===== config.mk =====
export PLATFORM = sky130hd
export DESIGN_NAME = tis_ram
export DESIGN_NICKNAME = d
export VERILOG_FILES = /design/src/hw/rtl/tis_ram.sv
export SDC_FILE = /design/constraint.sdc
export NUM_CORES = 2
export LEC_CHECK = 0
export BUFFER_PORTS_ARGS = -buffer_cell sky130_fd_sc_hd__buf_4
export CORE_ASPECT_RATIO = 0.5
export CORE_MARGIN = 2
export CORE_UTILIZATION = 41
export DETAILED_ROUTE_END_ITERATION = 6
export HOLD_SLACK_MARGIN = 0.12
export PLACE_DENSITY_LB_ADDON = 0.3
export SYNTH_ARGS = -nofsm -noshare
export SYNTH_HDL_FRONTEND = slang
export SYNTH_SLANG_ARGS = --single-unit

===== constraint.sdc =====
create_clock -name aclk -period 5.2 [get_ports aclk]
set_input_delay 0.78 -clock aclk [delete_from_list [all_inputs] [get_ports aclk]]
set_output_delay 0.78 -clock aclk [all_outputs]
set_load 0.005 [all_outputs]

===== src/hw/rtl/tis_ram.sv =====
module tis_ram #(
    parameter int DEPTH = 256,
    parameter int WIDTH = 8
) (
    input  logic                     aclk,
    input  logic                     we,
    input  logic [$clog2(DEPTH)-1:0] waddr,
    input  logic [WIDTH-1:0]         wdata,
    input  logic                     re,
    input  logic [$clog2(DEPTH)-1:0] raddr,
    output logic [WIDTH-1:0]         rdata
);

    logic [WIDTH-1:0] mem [DEPTH];

    always_ff @(posedge aclk) begin
        if (we) begin
            mem[waddr] <= wdata;
        end
    end

    // hold read data until the next read
    always_ff @(posedge aclk) begin
        if (re) begin
            rdata <= mem[raddr];
        end
    end

endmodule


### Word-level counts from Yosys, hierarchy flattened

Memory sizes are Yosys's and may differ from the RTL's. A register that Yosys moved wholly into a read port is not among the register bits.
Index checks and enable logic that the tools add are counted.

* reductions and logical operators: 0
* div/mod/pow operators: 0
* shift operators: 0
* add/sub/neg operators: 0
* equal/unequal tests: 0
* multiply operators: 0
* mux-type cells: 2
* bitwise gates (word level): 0
* order comparisons: 0

Operators by type and width (count)
* $mux W1: 2

* input port bits: 27
* word-level logic and storage cells: 3
* bits in writable memories: 2048
* memories kept: 1
* output and inout port bits: 8
* memory bits (read-only): 0
* flip-flop bits (word level): 0
* latch bits: 0

Memory list
* mem: words 256, width 8, read ports 1, clocked after Yosys merged registers in 1, wr ports 1, line 14 `logic [WIDTH-1:0] mem [DEPTH];`

### Depth between registers and ports, before layout

* depth after elaboration: 2
* depth in mapped cells: 11
* depth with buffers taken out: 6

### Least setup slack after synthesis

No wires, ideal clock.

* kind: input -> register
* start point: input raddr[0]
* end point: register rdata[2], read port of mem, data pin
* stages: 9
* slack: 2344 ps
* buffers on the path: 4
* data required time: 4931 ps
* data arrival time: 2587 ps
* library setup time: 269 ps
* path through: buf_6 buf_12 buf_8 buf_2 mux4_2 a22oi_1 a21oi_1 nor4_1 nor4_2

RTL lines
* start: declaration: line 10 `input logic [$clog2(DEPTH)-1:0] raddr,`
* end: declaration: line 11 `output logic [WIDTH-1:0] rdata`

==> results <==
- The flow ran to the end, and the final reports show no timing, DRC or antenna violations.
- The number of design rule violations left after detail routing is 0.
- The die covers 198,000 um^2.
- The row count is 114.
- The insertion delay to the later sink of the worst-skew pair is 0.83 ns.
- For this run, asynchronously set or reset flops after synthesis account for 0.
- The synthesized netlist contains 54 unique library cells.
- The worst path required time is 5.73 ns.
- Summed over all nets, wire length on met3 after detailed routing comes to 19,000 um.
- The final max-slew violation count is 0.
- The clock tree synthesis step divided the H-tree into 4 levels.
- The first-iteration detailed-routing DRC count is 4,590.
- The routed length on met1 is 81,900 um.
- The number of enable-type register cells in the synthesized netlist is 2,056.
- The number of cells in the finished layout apart from fillers is 6,641.
- The number of antenna violations at the first check in global routing is 10.
- The clock-pin slew on the worst setup and hold paths is 0.06 ns.
- After layout, the minimum clock period comes to 3.58 ns.
- Counting along the longest clock path gives a buffer depth of 3.
- Compared with the post-synthesis result, the final layout area differs by 11.9%.
- The worst setup path is launched from a primary input.
- The wire length of the first global-routing pass is 285,000 um.
- The buffers inserted during post-CTS setup optimization is 0.
- For the worst setup path, the data arrival time is 4.11 ns.
- The cell area that synthesis handed to floorplanning was 79,600 um^2.
- In this run the tightest slew margin relative to its limit is 0.196.
- Counting tap cells, the placed design contains a total of 6,300 instances.
- Of the total synthesized cell area, the portion taken by XOR and XNOR cells is 0.
- The slack of the worst reg-to-reg path is 2.40 ns.
- The synthesized-area fraction occupied by ao, oa, aoi and oai cells is 0.0342.
- The maximum operating frequency is 279 MHz.
- The number of buffers added to fix hold violations after cts is 0.
- The total of flip-flops plus latches after synthesis is 2,056.
- In this run the clock root is driven by a clkbuf_16.
- The top metal layer carrying routed signals is met5.
- The number of nets in the synthesized netlist is 3,760.
- In the final routed layout, each cell accounts on average for 30.0 um.
- Of all nets on the critical path, the largest fanout is 39.
- In this run the power density over the cells is 375 nW/um^2.
- The initial core utilization is 0.412.
- For this run, the total global-route usage over all layers was measured as 0.201.
- Summed over all instances, the cell type with the most area after synthesis is edfxtp_1.
- In this run the critical register-to-register path is launched from mem[211][7].
- Measured against the total synthesized area, the mux share comes to 0.146.
- The die height is 316 um.
- During placement, the flow inserted port buffers numbering 34.
- The placeable core area is 193,000 um^2.
- The utilization of the core after routing is 0.461.
- The maximum VDD drop is 269 uV.
- The critical path in this run is classified as primary input to register.
- The static leakage power is 27.2 nW.
- The number of cells on the worst reg-to-reg path is 5.
- In this run the remaining antenna-violating nets after routing total 0.
- The final weighted congestion in routability-driven placement is 0.837.
- The detailed placement HPWL is 123,000 um.
- The number of buffers created by CTS is 184.
- The number of global-route vias before repair is 38,900.
- The critical path starts at raddr[0].
- The clock tree from TritonCTS is yes.
- The pre-antenna-repair detailed-routing pass consisted of 5 iterations.
- The portion of the post-synthesis area used by sequential elements is 0.775.
- Using the TritonRoute via totals, the vias-per-cell ratio works out to 5.82.
- The number of nets in the layout is 3,903.
- The count of instances resized after the clock tree is built is 0.
- The total of max-cap violations is 0.
- The final design instance area without fill is 89,100 um^2.
- The synthesized instance count is 3,733.
- The pin count of the biggest net entering global routing is 161.
- The fraction of layout cells with a size suffix above 1 is 0.228.
- Adding up every negative setup slack in the final design gives 0 ns.
- On the final layout, the worst clock skew is 0.0184 ns.
- The tree built by TritonCTS fans out to 2,056 sinks.
- A synthesized cell averages 21.3 um^2.
- The adder and majority gate portion of the synthesized area is 0.
- At the pin with the least slew margin, the transition time is 1.20 ns.
- The final number of hold-violating endpoints is 0.
- In this run the horizontal extent of the chip is 627 um.
- The top cell type's share of synthesized area is 0.775.
- The top-level I/O count is 35.
- The setup-violating endpoint count in the final report is 0.
- The final wirelength is 199,000 um.
- The post-place instance area is 83,300 um^2.
- In the finished design, the share of the clock period the worst path needs comes to 0.689.
- The endpoint class of the critical path is a register.
- Summed over all nets, wire length on met2 after detailed routing comes to 93,000 um.
- The routed layout has 38,600 vias.
- The post-synthesis simple-gate area fraction is 0.0263.
- Setup repair after global routing left no endpoint under its margin.
- In this run the worst setup path terminates at rdata[3].
- The endpoint of the lowest-slack register-to-register path is rdata[7].
- The most used flip-flop cell after synthesis is edfxtp_1.
- The dominant combinational cell family by area after synthesis is multiplexers.
- The min-delay analysis places its worst path in the category primary input to register.
- The total overflow left after global routing is 0.
- By area the synthesized netlist is led by edfxtp_1, mux4_2, mux2i_1, nor2_1, a22oi_1.
- The Yosys step of the flow raised 0 warnings.
-- area by class of cell --
type | instances | area (um^2)
inverters | 2 | 7.51
well taps | 2610 | 3270
fillers | 16000 | 104000
repair buffers | 190 | 1730
clock inverters | 94 | 835
clock buffers | 245 | 5000
multi-input cells | 1442 | 16500
flip-flops and latches | 2056 | 61700
diodes | 2 | 5.00
-- power breakdown --
part | internal, mW | leakage (nW) | switching [mW]
logic | 0.571 | 5.84 | 1.09
registers | 18.3 | 18.5 | 0.0280
clock network | 7.46 | 2.86 | 5.98
-- worst min-delay path by stage --
| stage | to | startpoint | depth (start not counted) | slack (ns) |
|---|---|---|---|---|
| global placement | rdata[4] | mem[196][4] | 5 | 1.19 |
| floorplan | rdata[3] | mem[40][3] | 6 | 0.86 |
| finish | rdata[4] | re | 1 | 0.37 |
| detailed placement | rdata[4] | re | 1 | 1.20 |
| global route | rdata[1] | re | 1 | 0.34 |
| CTS | rdata[4] | re | 1 | 0.32 |
-- synth_stat cells (all sizes together), types with 22 or more instances --
master  number
mux4       456
o221ai      47
a21oi       96
nand3       34
buf        122
edfxtp    2056
nor3        22
nor4        27
mux2i      134
o22ai       28
nor2b       31
a22oi      133
nor2       282
nand2       33
clkbuf     111
-- registers in the layout (all words and copies together) (netlist names) --
signal	count
rdata	8
mem	2048
-- placed cells by master (no fill, tap or decap), types with 3 or more instances in the layout --
master,synthesis,final
nor4_2,3,9
clkbuf_8,0,7
nor3_1,22,21
o221ai_1,46,46
nand3_1,34,34
a211oi_1,16,16
nand4_1,10,10
clkinv_2,0,33
edfxtp_1,2056,2056
a21oi_1,96,96
buf_12,8,19
or2_2,4,4
nor2_1,282,279
o32ai_1,4,4
a22oi_1,133,133
buf_4,27,161
nand2b_1,8,8
mux4_2,454,454
a221oi_1,13,13
mux2i_1,134,134
o22ai_1,28,28
nor4_1,24,18
bufinv_16,0,14
o211ai_1,10,10
o21ai_0,10,10
clkinv_1,1,39
o22a_1,5,5
clkbuf_16,0,192
clkbuf_1,111,53
buf_8,13,3
nand2_1,33,33
and2_1,6,6
inv_6,0,4
nor2b_1,31,28
a22o_1,8,8
-- critical path, stage by stage --
cell and delay (ns):
buf_8 0.42, buf_12 0.28, buf_4 0.46, mux4_2 0.60, a22o_1 0.20, a221oi_1 0.21, o221ai_1 0.19, a211oi_1 0.53
buf_4 0.24, nor4_1 0.05
-- kinds of logic (layout without fill, tap and decap cells) --
kind of cell / count (synthesis) / count (layout)
buf+inv: 235 / 531
simple gates: 466 / 466
compound gates: 385 / 385
other cells: 0 / 2
mux: 591 / 591
flops: 2056 / 2056
-- through the flow --
| stage | hold WS (ns) | setup WS (ns) | power [mW] |
|---|---|---|---|
| floorplan | 0.864 | 2.34 | 19.5 |
| global placement | 1.19 | 0.390 | 20.3 |
| finish | 0.375 | 1.62 | 33.4 |
| CTS | 0.316 | 1.48 | 33.6 |
| detailed placement | 1.20 | 0.611 | 20.3 |
| global route | 0.339 | 1.42 | 34.3 |
-- per-layer routing --
metal | global-route usage | vias to the layer above
li1 | - | 16000
met5 | 0 | -
met3 | 0.0568 | 282
met4 | 0.0562 | 6
met2 | 0.313 | 1647
met1 | 0.280 | 20700
No activity file was read; power rests on OpenSTA's default activity.
